## config.mk

```make
export PLATFORM = sky130hd
export DESIGN_NAME = stsub_ser_flat
export DESIGN_NICKNAME = d
export VERILOG_FILES = /design/src/design/stsub_pkg.sv /design/src/design/stsub_out_if.sv /design/src/design/stsub_ser.sv /design/src/flat_wrapper.sv
export SDC_FILE = /design/constraint.sdc
export NUM_CORES = 1
export LEC_CHECK = 0
export BUFFER_PORTS_ARGS = -buffer_cell sky130_fd_sc_hd__clkbuf_2
export CELL_PAD_IN_SITES_DETAIL_PLACEMENT = 0
export CELL_PAD_IN_SITES_GLOBAL_PLACEMENT = 2
export CORE_ASPECT_RATIO = 0.6
export CORE_MARGIN = 2
export CORE_UTILIZATION = 29
export DETAILED_ROUTE_END_ITERATION = 7
export PLACE_DENSITY = 0.84
export SYNTH_ARGS = -nofsm -noshare
export SYNTH_HDL_FRONTEND = slang
export SYNTH_SLANG_ARGS = --single-unit
```

## constraint.sdc

```tcl
create_clock -name clk_i -period 15.4 [get_ports clk_i]
set_clock_uncertainty 0.05 [all_clocks]
set_input_delay 0 -clock clk_i [delete_from_list [all_inputs] [get_ports clk_i]]
set_output_delay 0 -clock clk_i [all_outputs]
set_load 0.03 [all_outputs]
```

## src/design/stsub_pkg.sv

```systemverilog
package stsub_pkg;

  localparam int unsigned FRAC_BITS  = 14;
  localparam int unsigned EXTRA_BITS = 14;
  localparam int unsigned VW         = 16;
  localparam int unsigned MAG_W      = VW + 1;
  localparam int unsigned SQ_W       = 2 * MAG_W;
  localparam int unsigned N_W        = SQ_W + 2;
  localparam int unsigned DW         = 64;
  localparam int unsigned SQRT_STEPS = 32;
  localparam int unsigned QW         = FRAC_BITS + 1;
  // sum, square, accumulate, root steps, saturation check, divide steps, output
  localparam int unsigned MID_LAT    = 3 + SQRT_STEPS + 1 + QW + 1;

  localparam logic [1:0] TRI_0 = 2'd0;
  localparam logic [1:0] TRI_1 = 2'd1;
  localparam logic [1:0] TRI_2 = 2'd2;
  localparam logic [1:0] TRI_3 = 2'd3;

  typedef struct packed {
    logic signed [VW-1:0] x;
    logic signed [VW-1:0] y;
    logic signed [VW-1:0] z;
  } vec_t;

  typedef struct packed {
    vec_t a;
    vec_t b;
    vec_t c;
  } tri_t;

  typedef struct packed {
    vec_t a;
    vec_t b;
    vec_t c;
    vec_t ab;
    vec_t bc;
    vec_t ca;
  } split_t;

  typedef struct packed {
    logic [2:0][MAG_W-1:0] mag;
    logic [2:0]            neg;
    logic                  zero;
  } side_t;

endpackage

```

## src/design/stsub_out_if.sv

```systemverilog
interface stsub_out_if;
  logic                valid;
  logic                ready;
  logic signed [15:0]  p_x, p_y, p_z;
  logic signed [15:0]  q_x, q_y, q_z;
  logic signed [15:0]  r_x, r_y, r_z;
  logic                last_tri;

  modport source (output valid, p_x, p_y, p_z, q_x, q_y, q_z, r_x, r_y, r_z,
                  last_tri, input ready);
  modport sink (input valid, p_x, p_y, p_z, q_x, q_y, q_z, r_x, r_y, r_z,
                last_tri, output ready);
endinterface

```

## src/design/stsub_ser.sv

```systemverilog
module stsub_ser (
  input  logic                 clk_i,
  input  logic                 rst_ni,
  input  logic                 ld_valid_i,
  input  stsub_pkg::split_t    ld_data_i,
  output logic                 ld_ready_o,
  stsub_out_if.source          out_o
);

  logic                busy_q;
  logic [1:0]          cnt_q;
  stsub_pkg::split_t   item_q;
  stsub_pkg::vec_t     pv, qv, rv;
  logic                fire;

  assign fire       = busy_q && out_o.ready;
  assign ld_ready_o = !busy_q || (fire && cnt_q == stsub_pkg::TRI_3);

  always_ff @(posedge clk_i or negedge rst_ni) begin
    if (!rst_ni) begin
      busy_q <= 1'b0;
      cnt_q  <= stsub_pkg::TRI_0;
    end else if (ld_ready_o) begin
      busy_q <= ld_valid_i;
      cnt_q  <= stsub_pkg::TRI_0;
    end else if (fire) begin
      cnt_q  <= cnt_q + 2'd1;
    end
  end

  always_ff @(posedge clk_i) begin
    if (ld_ready_o && ld_valid_i) begin
      item_q <= ld_data_i;
    end
  end

  always_comb begin
    case (cnt_q)
      stsub_pkg::TRI_0: begin pv = item_q.a;  qv = item_q.ab; rv = item_q.ca; end
      stsub_pkg::TRI_1: begin pv = item_q.ab; qv = item_q.b;  rv = item_q.bc; end
      stsub_pkg::TRI_2: begin pv = item_q.ab; qv = item_q.bc; rv = item_q.ca; end
      default:          begin pv = item_q.ca; qv = item_q.bc; rv = item_q.c;  end
    endcase
  end

  assign out_o.valid    = busy_q;
  assign out_o.p_x      = pv.x;
  assign out_o.p_y      = pv.y;
  assign out_o.p_z      = pv.z;
  assign out_o.q_x      = qv.x;
  assign out_o.q_y      = qv.y;
  assign out_o.q_z      = qv.z;
  assign out_o.r_x      = rv.x;
  assign out_o.r_y      = rv.y;
  assign out_o.r_z      = rv.z;
  assign out_o.last_tri = (cnt_q == stsub_pkg::TRI_3);

endmodule

```

## src/flat_wrapper.sv

```systemverilog
// flat-port wrapper written by rule: the top's interface ports become plain ports
module stsub_ser_flat 
  (clk_i, rst_ni, ld_valid_i, ld_data_i, ld_ready_o, out_o_valid, out_o_p_x, out_o_p_y, out_o_p_z, out_o_q_x, out_o_q_y, out_o_q_z, out_o_r_x, out_o_r_y, out_o_r_z, out_o_last_tri, out_o_ready);
  stsub_out_if out_o_i ();
  input  logic clk_i;
  input  logic rst_ni;
  input  logic ld_valid_i;
  input  stsub_pkg::split_t ld_data_i;
  output logic ld_ready_o;
  output wire logic [$bits(out_o_i.valid)-1:0] out_o_valid;
  output wire logic [$bits(out_o_i.p_x)-1:0] out_o_p_x;
  output wire logic [$bits(out_o_i.p_y)-1:0] out_o_p_y;
  output wire logic [$bits(out_o_i.p_z)-1:0] out_o_p_z;
  output wire logic [$bits(out_o_i.q_x)-1:0] out_o_q_x;
  output wire logic [$bits(out_o_i.q_y)-1:0] out_o_q_y;
  output wire logic [$bits(out_o_i.q_z)-1:0] out_o_q_z;
  output wire logic [$bits(out_o_i.r_x)-1:0] out_o_r_x;
  output wire logic [$bits(out_o_i.r_y)-1:0] out_o_r_y;
  output wire logic [$bits(out_o_i.r_z)-1:0] out_o_r_z;
  output wire logic [$bits(out_o_i.last_tri)-1:0] out_o_last_tri;
  input wire logic [$bits(out_o_i.ready)-1:0] out_o_ready;
  assign out_o_valid = out_o_i.valid;
  assign out_o_p_x = out_o_i.p_x;
  assign out_o_p_y = out_o_i.p_y;
  assign out_o_p_z = out_o_i.p_z;
  assign out_o_q_x = out_o_i.q_x;
  assign out_o_q_y = out_o_i.q_y;
  assign out_o_q_z = out_o_i.q_z;
  assign out_o_r_x = out_o_i.r_x;
  assign out_o_r_y = out_o_i.r_y;
  assign out_o_r_z = out_o_i.r_z;
  assign out_o_last_tri = out_o_i.last_tri;
  assign out_o_i.ready = out_o_ready;
  stsub_ser u_core (.clk_i(clk_i), .rst_ni(rst_ni), .ld_valid_i(ld_valid_i), .ld_data_i(ld_data_i), .ld_ready_o(ld_ready_o), .out_o(out_o_i));
endmodule
```

Word level (Yosys, flattened, before mapping)
Index checks and enable logic that the tools add are counted.
{"block": "totals", "input_bits": 292, "word_cells": 38, "ff_bits": 291, "out_inout_bits": 147}
{"block": "classes", "n_reduce_logical": 9, "addsub": 1, "mux": 5, "eq_ne": 3}
{"op": "$pmux W48 S2", "count": 3}
{"op": "$eq A2 B2 Y1 const B", "count": 2}
{"op": "$mux W2", "count": 2}
{"op": "$reduce_or A2 Y1", "count": 2}
{"op": "$logic_and A1 B1 Y1", "count": 3}
{"op": "$add A2 B1 Y2 const B", "count": 1}
{"op": "$eq A2 B1 Y1 const B", "count": 1}
{"op": "$logic_not A2 Y1", "count": 1}
{"op": "$reduce_bool A2 Y1", "count": 1}
{"op": "$logic_not A1 Y1", "count": 1}
{"op": "$logic_or A1 B1 Y1", "count": 1}

Depth between registers and ports, before layout
Gate-level depths: netlist (run 1).
{"block": "logic_depth", "depth_word": 4, "depth_mapped": 8, "ltp_nobuf": 4}

Worst setup path before layout (run 1)
Ideal clock, no wire load.
{"block": "synth_timing", "path_kind": "reg2reg", "from": "register u_core.cnt_q[0]", "to": "register u_core.item_q[0] (netlist bit), enable pin", "setup_time_ps": 974, "n_path_buf": 1, "arrival_ps": 13756, "path_stages_with_launch": 5, "required_time_ps": 14376, "setup_slack_ps": 620, "synth_period_minus_slack_ps": 14780, "cell_sequence": "dfrtp_1 -> ha_1 -> buf_6 -> a21boi_0 -> nor2b_1"}
{"block": "synth_between", "elab_chain_len": 4}
{"element": "start, declared", "line_no": "stsub_ser.sv:11", "source": "logic [1:0] cnt_q;"}
{"element": "start signal, assigned", "line_no": "stsub_ser.sv:22", "source": "cnt_q <= stsub_pkg::TRI_0;"}
{"element": "start signal, assigned", "line_no": "stsub_ser.sv:25", "source": "cnt_q <= stsub_pkg::TRI_0;"}
{"element": "start signal, assigned", "line_no": "stsub_ser.sv:27", "source": "cnt_q <= cnt_q + 2'd1;"}
{"element": "$eq A2 B2 Y1"}
{"element": "via out_o_last_tri", "line_no": "flat_wrapper.sv:20", "source": "output wire logic [$bits(out_o_i.last_tri)-1:0] out_o_last_tri;"}
{"element": "$logic_and A1 B1 Y1", "line_no": "stsub_ser.sv:17", "source": "assign ld_ready_o = !busy_q || (fire && cnt_q == stsub_pkg::TRI_3);"}
{"element": "$logic_or A1 B1 Y1", "line_no": "stsub_ser.sv:17"}
{"element": "$logic_and A1 B1 Y1", "line_no": "stsub_ser.sv:32", "source": "if (ld_ready_o && ld_valid_i) begin"}
{"element": "end signal, assigned", "line_no": "stsub_ser.sv:33", "source": "item_q <= ld_data_i;"}
{"element": "end, declared", "line_no": "stsub_ser.sv:12", "source": "stsub_pkg::split_t item_q;"}
The timed path passes the listed nets, and every way through them passes these cells.
A chain may end at the register's enable or synchronous reset.

Final worst setup path (run 1)
{"block": "layout_timing", "from": "register u_core.cnt_q[0]", "to": "output out_o_q_y[15]"}
{"block": "layout_between", "elab_chain_len": 2, "word_cells_on_any_way": 3, "classes_between": "eq/ne: 1; mux: 1; reduce/logical: 1"}
{"element": "$eq A2 B1 Y1 or $logic_not A2 Y1 (tied branches)", "line_no": "stsub_ser.sv:38", "source": "case (cnt_q)"}
{"element": "$pmux W48 S2 *", "line_no": "stsub_ser.sv:38"}
{"element": "end, declared", "line_no": "flat_wrapper.sv:15", "source": "output wire logic [$bits(out_o_i.q_y)-1:0] out_o_q_y;"}
Mark *: on every way between the ends. The rest lies on a longest branch, timed or not.

==> flow_summary_export.csv, run 1 <==
group,metric,value,unit
run_status,status,"finished with violations",
run_status,violations,"slew limit",
clock_network,cts_made_buffers,29,
sta,setup_viol,0,
synthesis,syn_nets,1095,
synthesis,synth_xor_xnor_area_share,0,
worst_setup_path,crit_top_cell,"buf_4",
synthesis,synth-seq-cells,291,
synthesis,synth_edf_count,288,
floorplan,start_util,0.2936,
final_layout,diodes,0,
synthesis,synth_top_cell_by_area,"edfxtp_1",
pwr,total_leakage_power,7.411,nW
synthesis,mappedNetlistArea,11870,sq um
placed_design,dp_hpwl,24730,um
synthesis,synth_adder_area_share,0.004215,
worst_setup_path,cp_num_buf_inv,4,
worst_setup_path,cp_cell_sequence,"buf_4 > ha_4 > buf_4 > nor2_4 > buf_4 > a21o_1 > clkbuf_2",
grt,grt_pass1_vias,10230,
drt,met3_length,2734,um
synthesis,synth.most_common_cell,"edfxtp_1",
drt,dr.pass1.iters,5,
drt,wl_met1,16540,um
clock_network,clockBufferDepth,3,
synthesis,synth_top_family_by_area,"compound AO/OA/AOI/OAI gates",
clock_network,cts_tree,"yes",
synthesis,synth_area_leaders,"edfxtp_1 (73%), a22o_1 (3.5%), a21o_1 (3.0%), a22oi_1 (3.0%), nand2_1 (3.0%)",
worst_setup_path,r2r_slack,11.79,ns
grt,grt_pass1_wl,60470,um
sta,slew_violations,18,
pwr,max-vdd-ir-drop,0.1242,mV
grt,grt_max_degree,191,
placed_design,place_congestion,0.8148,
drt,routed_wl,40070,um
final_layout,syn_to_final_growth,54.42,%
worst_setup_path,path_class,"reg2out",
sta,finalSetupTns,0,ns
worst_setup_path,cp_data_required_time,15.35,ns
floorplan,die_h,160.7,um
worst_setup_path,crit_slowest_cell,"buf_4",
synthesis,synth_ff_type,"edfxtp_1",
grt,grt_overflow,0,
synthesis,synth_top_area_frac,0.7283,
clock_network,insertion_delay,0.57,ns
flow_run,cap_violations,0,
sta,fin_crit_sh,0.2618,
worst_setup_path,worstPathArrival,3.98,ns
floorplan,dieArea,42630,sq um
synthesis,synth-async-reset-ratio,0.01031,
drt,drtAntennaViolNets,0,
drt,top_layer,"met5",
synthesis,ys_seq_area_frac,0.7347,
sta,hold_viol_final,0,
clock_network,clock-sinks,291,
synthesis,synthMuxAreaShare,0,
synthesis,synth_cell_types,26,
drt,drtIter0Drc,826,
worst_setup_path,critPathLaunchType,"register",
grt,antenna_found_initial,1,
worst_setup_path,crit_family,"buffers and inverters",
clock_network,clk_pin_slew_worst_paths,0.06,ns
clock_network,htreeDepth,1,
floorplan,rows,57,
floorplan,die_width,265.2,um
synthesis,yosys-top-cells-count,"edfxtp_1 (288), nand2_1 (95), nand2b_1 (49)",
pwr,power,0.003476,W
synthesis,synthCells,799,
drt,via_count,9736,
final_layout,drive_above_1_share,0.3227,
clock_network,cts-root-buf,"clkbuf_16",
synthesis,synth_compound_area_frac,0.1445,
worst_setup_path,critPathMaxFanout,65,
pwr,power_per_cell_area,189.6,nW/um^2
drt,wire_per_inst,19.40,um
worst_setup_path,cpPeakStageDelay,0.70,ns
grt,grtUsageTotal,0.1833,
worst_setup_path,worst_setup_path_end_kind,"output port",
synthesis,avgSynthCellArea,14.86,sq um
placed_design,io_buffers,438,
final_layout,layout.nets,1807,
final_layout,fill_cells,3620,
drt,route.met2.wl,19900,um
drt,avgViaCountPerCell,4.715,
sta,tightest_slew,1.506,ns
drt,drc,0,
floorplan,core_area,40440,sq um
hold_path,hold_class,"in2reg",
floorplan,ios,439,
sta,fin_crit,4.031,ns
sta,max_freq,248.1,MHz
sta,maxSlewHeadroom,-0.004224,
synthesis,synth_warnings,0,
sta,rsz0062_at_grt,"no",
clock_network,post_cts_resized,0,
synthesis,synthSimpleGateAreaFrac,0.08398,
## where the power goes
part	switching [W]	leakage (nW)	internal, W	total (W)
Combinational	0.00124	4.32	0.000524	0.00177
Sequential	0.0000342	2.65	0.000973	0.00101
Clock	0.000304	0.441	0.000397	0.000701
## final timing paths
check,start,end,cells after the start
max in group asynchronous,rst_ni,u_core.cnt_q[0]$_DFFE_PN0P_,3
hold / removal,ld_data_i[67],u_core.item_q[67]$_DFFE_PP_,2
setup reg to reg,u_core.cnt_q[1]$_DFFE_PN0P_,u_core.item_q[252]$_DFFE_PP_,4
setup / recovery,u_core.cnt_q[0]$_DFFE_PN0P_,out_o_q_y[15],7
min in group asynchronous,rst_ni,u_core.out_o.valid$_DFFE_PN0P_,3
hold reg to reg,u_core.out_o.valid$_DFFE_PN0P_,u_core.cnt_q[0]$_DFFE_PN0P_,2
## area by class of cell
class / instances / area (sq um) / share of cell area
sequential: 291 / 8725 / 0.4758
timing repair buffer: 739 / 5197 / 0.2835
multi-input combinational: 445 / 2808 / 0.1531
clock buffer: 44 / 812.0 / 0.04429
tap: 531 / 664.4 / 0.03624
clock inverter: 10 / 110.1 / 0.006005
inverter: 5 / 18.77 / 0.001024
## flip-flops by register name (all words and copies together) (netlist names)
register,cells
u_core.item_q,288
u_core.cnt_q,2
u_core.out_o.valid,1
## cells by family (layout without fill, tap and decap cells)
logic type	count (synthesis)	after routing
buf+inv	63	798
fa+ha+maj	4	4
simple gates	196	196
flops	291	291
compound gates	245	245
## cells in the final DEF (no fill, tap or decap), types with 7 or more instances in the layout
cell and instances:
nor2b_1 47, clkbuf_1 12, edfxtp_1 288, clkbuf_16 29, a31oi_1 47, a22o_1 48, clkbuf_2 438, o21ai_0 40
a21o_1 48, nand2b_1 49, nand2_1 95, a22oi_1 48, dlygate4sd3_1 293, buf_4 7, o21ai_1 9
## per-layer routing
| metal | global-route usage | vias up |
|---|---|---|
| li1 | - | 4483 |
| met1 | 0.2280 | 4754 |
| met2 | 0.3213 | 436 |
| met3 | 0.04308 | 61 |
| met4 | 0.04725 | 2 |
| met5 | 0 | - |
## timing repair
action / 4_1_cts / 5_1_grt
hold buffers: 293 / 0
setup buffers: 0 / 0
hold endpoints to repair: 317 / 0
## per-stage QoR
stage | utilization | area, sq um | instances | hold WS, ns | setup WS, ns
2_1_floorplan | - | 11870 | 799 | -0.3456 | 0.6200
3_3_place_gp | 0.3581 | 14480 | 1718 | -0.2479 | 11.91
3_5_place_dp | 0.3581 | 14480 | 1718 | -0.2471 | 11.89
4_1_cts | 0.4534 | 18340 | 2065 | 0.04731 | 11.27
5_1_grt | 0.4534 | 18340 | 2065 | 0.06237 | 11.09
6_report | 0.4534 | 18340 | 2065 | 0.07639 | 11.37
Power figures use the tool's default switching activity.
==> inputs of run 2 (changes only) <==
clock period = 3.6 ns   (was 15.4 ns; I/O delays follow)
==> flow_summary_export.csv, run 2 (synthesis results as in run 1) <==
group,metric,value,unit
floorplan,start_util,0.2936,
drt,routed_wl,40060,um
worst_setup_path,cp_data_required_time,3.55,ns
final_layout,multi_input_area,2819,sq um
final_layout,largest_reg_flops,288,
worst_setup_path,crit_slowest_cell,"dfrtp_2",
floorplan,die_h,160.7,um
drt,via_count,9652,
pwr,power,0.01496,W
drt,wire_per_inst,19.34,um
worst_setup_path,cpPeakStageDelay,0.80,ns
worst_setup_path,reg2reg_from,"u_core.cnt_q[0]$_DFFE_PN0P_",
hold_path,min-delay-start,"ld_data_i[126]",
final_layout,regArea,8725,sq um
final_layout,final_cell_mix,"clkbuf_2 (438), dlygate4sd3_1 (293), edfxtp_1 (288)",
clock_network,clockBufferDepth,3,
sta,fin_crit_sh,0.9292,
clock_network,cts_made_buffers,30,
worst_setup_path,ff2ff_path_depth,4,
sta,rsz0062_at_grt,"no",
hold_path,hold_depth,2,
hold_path,hold_class,"in2reg",
sta,fin_hold_ws,0.07981,ns
placed_design,place_congestion,0.8490,
hold_path,min_to,"u_core.item_q[126]$_DFFE_PP_",
clock_network,post_cts_buffers,0,
sta,max_freq,299.0,MHz
drt,drtAntennaViolNets,0,
worst_setup_path,critPathLaunchType,"register",
worst_setup_path,critPathMaxFanout,31,
final_layout,syn_to_final_growth,55.66,%
worst_setup_path,worst_setup_path_end_kind,"output port",
final_layout,fill_cells,3652,
placed_design,io_buffers,438,
grt,grtUsageTotal,0.1813,
worst_setup_path,r2r_slack,0.90,ns
sta,setup_viol,0,
floorplan,die_width,265.2,um
worst_setup_path,path_class,"reg2out",
sta,tightest_slew,0.8267,ns
grt,antenna_found_initial,1,
clock_network,clock-sinks,291,
drt,avgViaCountPerCell,4.661,
worst_setup_path,crit_cells,6,
drt,drc,0,
grt,grt_pass1_wl,59610,um
sta,maxSlewHeadroom,0.4476,
drt,drtIter0Drc,728,
final_layout,fin_cells,2071,
final_layout,layout.nets,1815,
floorplan,ios,439,
clock_network,cts_tree,"yes",
grt,grt_pass1_vias,10170,
clock_network,cts-root-buf,"clkbuf_16",
pwr,max-vdd-ir-drop,0.6624,mV
flow_run,cap_violations,0,
grt,grt_max_degree,108,
sta,hold_viol_final,0,
clock_network,post_cts_resized,0,
worst_setup_path,reg2reg_to,"u_core.item_q[76]$_DFFE_PP_",
final_layout,post-route-util,0.4571,
pwr,total_leakage_power,7.484,nW
final_layout,top_register,"u_core.item_q",
sta,fin_crit,3.345,ns
worst_setup_path,worstPathArrival,3.29,ns
clock_network,htreeDepth,1,
final_layout,drive_above_1_share,0.3268,
worst_setup_path,cp_cell_sequence,"inv_1 > ha_4 > nor2_4 > buf_4 > a21o_1 > clkbuf_2",
final_layout,mostFrequentLayoutCell,"clkbuf_2",
pwr,power_per_cell_area,809.3,nW/um^2
floorplan,core_area,40440,sq um
worst_setup_path,crit_family,"buffers and inverters",
drt,dr.pass1.iters,5,
placed_design,dp.cells,1725,
sta,slew_violations,0,
run_status,status,"finished, final reports clean",
floorplan,rows,57,
clock_network,insertion_delay,0.56,ns
placed_design,dp_hpwl,25580,um
worst_setup_path,cp_num_buf_inv,3,
floorplan,dieArea,42630,sq um
clock_network,clk_pin_slew_worst_paths,0.06,ns
grt,grt_overflow,0,
## run 2: power by group
part | switching, W | internal (W) | leakage [nW]
sequential | 0.000197 | 0.00415 | 2.65
clock | 0.00131 | 0.00173 | 0.454
combinational | 0.00526 | 0.00232 | 4.38
## run 2: what timing repair did
action / 4_1_cts / 5_1_grt
hold endpoints to repair: 295 / 0
hold buffers: 293 / 0
setup endpoints to repair: 0 / 0
## run 2: metal layers
layer | track usage | vias to the layer above | share of wire
met3 | 0.04125 | 51 | 0.069
met4 | 0.04289 | 0 | 0.023
li1 | - | 4497 | -
met5 | 0 | - | 0
met1 | 0.2251 | 4721 | 0.41
met2 | 0.3213 | 383 | 0.50
## run 2: worst reg2reg max path, stage by stage (launching register included)
cell and delay, ns:
dfrtp_2 0.80, ha_4 0.56, a21boi_4 0.13, nor2b_4 0.30, buf_12 0.38
## run 2: layout make-up
class / count / area share
antenna: 1 / 0.0001354
timing repair buffer: 746 / 0.2874
clock inverter: 20 / 0.009884
inverter: 5 / 0.001015
clock buffer: 32 / 0.04102
tap: 531 / 0.03595
multi-input combinational: 445 / 0.1525
sequential: 291 / 0.4720
## run 2: worst max path at each step
| stage | slack (ns) | endpoint | startpoint |
|---|---|---|---|
| 6_report | 0.26 | out_o_q_z[10] | u_core.cnt_q[0]$_DFFE_PN0P_ |
| 5_1_grt | 0.03 | out_o_q_z[10] | u_core.cnt_q[0]$_DFFE_PN0P_ |
| 4_1_cts | 0.15 | out_o_q_z[3] | u_core.cnt_q[0]$_DFFE_PN0P_ |
| 3_5_place_dp | 0.79 | out_o_q_z[3] | u_core.cnt_q[0]$_DFFE_PN0P_ |
| 3_3_place_gp | 0.89 | out_o_q_z[3] | u_core.cnt_q[0]$_DFFE_PN0P_ |
| 2_1_floorplan | -2.01 | u_core.item_q[0]$_DFFE_PP_ | u_core.cnt_q[0]$_DFFE_PN0P_ |
## run 2: per-stage QoR
step           setup WS (ns)  instance area (sq um)  TNS, ns
3_5_place_dp          0.7922                  14610        0
2_1_floorplan         -2.010                  11910  -578.92
6_report              0.2550                  18480        0
3_3_place_gp          0.8854                  14610        0
4_1_cts               0.1501                  18480        0
5_1_grt              0.02614                  18480        0
==> inputs of run 3 (changes only) <==
--- a/constraint.sdc
+++ b/constraint.sdc
@@ -3,3 +3,3 @@
 set_input_delay 0 -clock clk_i [delete_from_list [all_inputs] [get_ports clk_i]]
 set_output_delay 0 -clock clk_i [all_outputs]
-set_load 0.03 [all_outputs]
+set_load 0.1 [all_outputs]
==> flow_summary_export.csv, run 3 (synthesis results as in run 1) <==
group,metric,value,unit
sta,max_freq,300.7,MHz
placed_design,place_congestion,0.8350,
worst_setup_path,reg2reg_from,"u_core.cnt_q[0]$_DFFE_PN0P_",
hold_path,hold_depth,2,
final_layout,top_register,"u_core.item_q",
floorplan,die_h,160.7,um
drt,drc,0,
final_layout,layout.nets,1819,
final_layout,final_cell_mix,"clkbuf_2 (390), dlygate4sd3_1 (293), edfxtp_1 (288)",
clock_network,htreeDepth,1,
clock_network,post_cts_buffers,0,
clock_network,clockBufferDepth,3,
grt,grt_overflow,0,
drt,drtAntennaViolNets,0,
placed_design,dp.cells,1729,
drt,avgViaCountPerCell,4.704,
final_layout,syn_to_final_growth,62.02,%
clock_network,cts_tree,"yes",
floorplan,start_util,0.2936,
sta,maxSlewHeadroom,0.4489,
sta,fin_crit,3.326,ns
floorplan,rows,57,
hold_path,hold_class,"in2reg",
floorplan,core_area,40440,sq um
drt,drtIter0Drc,729,
final_layout,fill_cells,3519,
floorplan,dieArea,42630,sq um
drt,wire_per_inst,20.00,um
sta,tightest_slew,0.8267,ns
drt,routed_wl,41550,um
floorplan,die_width,265.2,um
final_layout,fin_cells,2078,
sta,slew_violations,0,
worst_setup_path,reg2reg_to,"u_core.item_q[192]$_DFFE_PP_",
grt,grt_pass1_vias,10380,
drt,dr.pass1.iters,5,
clock_network,clock-sinks,291,
clock_network,post_cts_resized,0,
placed_design,dp_hpwl,26430,um
clock_network,cts_made_buffers,30,
sta,fin_crit_sh,0.9239,
hold_path,min-delay-start,"ld_data_i[93]",
run_status,status,"finished, final reports clean",
clock_network,clk_pin_slew_worst_paths,0.06,ns
placed_design,io_buffers,438,
sta,rsz0062_at_grt,"no",
final_layout,mostFrequentLayoutCell,"clkbuf_2",
sta,setup_viol,0,
grt,antenna_found_initial,1,
grt,grt_pass1_wl,61890,um
worst_setup_path,critPathMaxFanout,46,
worst_setup_path,worstPathArrival,3.28,ns
clock_network,cts-root-buf,"clkbuf_16",
final_layout,post-route-util,0.4758,
grt,grt_max_degree,80,
sta,hold_viol_final,0,
final_layout,largest_reg_flops,288,
worst_setup_path,cp_data_required_time,3.55,ns
worst_setup_path,ff2ff_path_depth,4,
worst_setup_path,worst_setup_path_end_kind,"output port",
hold_path,min_to,"u_core.item_q[93]$_DFFE_PP_",
drt,via_count,9774,
worst_setup_path,r2r_slack,0.97,ns
clock_network,insertion_delay,0.57,ns
flow_run,cap_violations,0,
worst_setup_path,critPathLaunchType,"register",
floorplan,ios,439,
clock_network,hold_buffers,293,
final_layout,drive_above_1_share,0.3273,
grt,grtUsageTotal,0.1899,
worst_setup_path,path_class,"reg2out",
==> run 3: layout make-up <==
| cell class | instances | area (sq um) | area share |
|---|---|---|---|
| multi-input combinational | 445 | 2819 | 0.1465 |
| sequential | 291 | 8726 | 0.4536 |
| inverter | 5 | 18.77 | 0.0009755 |
| tap | 531 | 664.4 | 0.03453 |
| clock buffer | 36 | 794.5 | 0.04130 |
| clock inverter | 19 | 162.7 | 0.008455 |
| timing repair buffer | 750 | 6051 | 0.3145 |
| antenna | 1 | 2.502 | 0.0001301 |
==> run 3: layer usage <==
metal | track usage | share of wire | vias up
met5 | 0 | 0 | -
met4 | 0.04545 | 0.022 | 0
met3 | 0.03910 | 0.062 | 64
met2 | 0.3403 | 0.50 | 413
met1 | 0.2351 | 0.41 | 4784
li1 | - | - | 4513
==> run 3: how the worst max path moves through the flow <==
stage | start | end | slack [ns] | cells after the start
3_5_place_dp | u_core.cnt_q[0]$_DFFE_PN0P_ | out_o_p_y[12] | 0.83 | 6
4_1_cts | u_core.cnt_q[0]$_DFFE_PN0P_ | out_o_p_y[12] | 0.19 | 6
5_1_grt | u_core.cnt_q[0]$_DFFE_PN0P_ | out_o_p_y[5] | 0.07 | 5
6_report | u_core.cnt_q[0]$_DFFE_PN0P_ | out_o_p_y[12] | 0.27 | 6
2_1_floorplan | u_core.cnt_q[0]$_DFFE_PN0P_ | u_core.item_q[0]$_DFFE_PP_ | -2.19 | 4
3_3_place_gp | u_core.cnt_q[0]$_DFFE_PN0P_ | out_o_p_y[12] | 0.88 | 6
==> run 3: worst max-delay path, cell delays in order (launching register included) <==
cell and delay, ns:
dfrtp_2 0.55, inv_1 0.18, ha_4 0.65, buf_4 0.38, a22oi_1 0.11, o21ai_1 0.26, clkbuf_2 0.51
==> run 3: through the flow <==
step,setup TNS [ns],hold slack [ns],setup WS (ns),cell area (sq um)
2_1_floorplan,-630.69,-0.3456,-2.190,11910
3_3_place_gp,0,-0.2377,0.8828,15350
3_5_place_dp,0,-0.2419,0.8271,15350
4_1_cts,0,0.05080,0.1931,19240
5_1_grt,0,0.07737,0.07254,19240
6_report,0,0.09618,0.2741,19240
Power of run 3 is not shown: default switching activity piles up to over one toggle a cycle in this logic, so the estimate is an artifact.
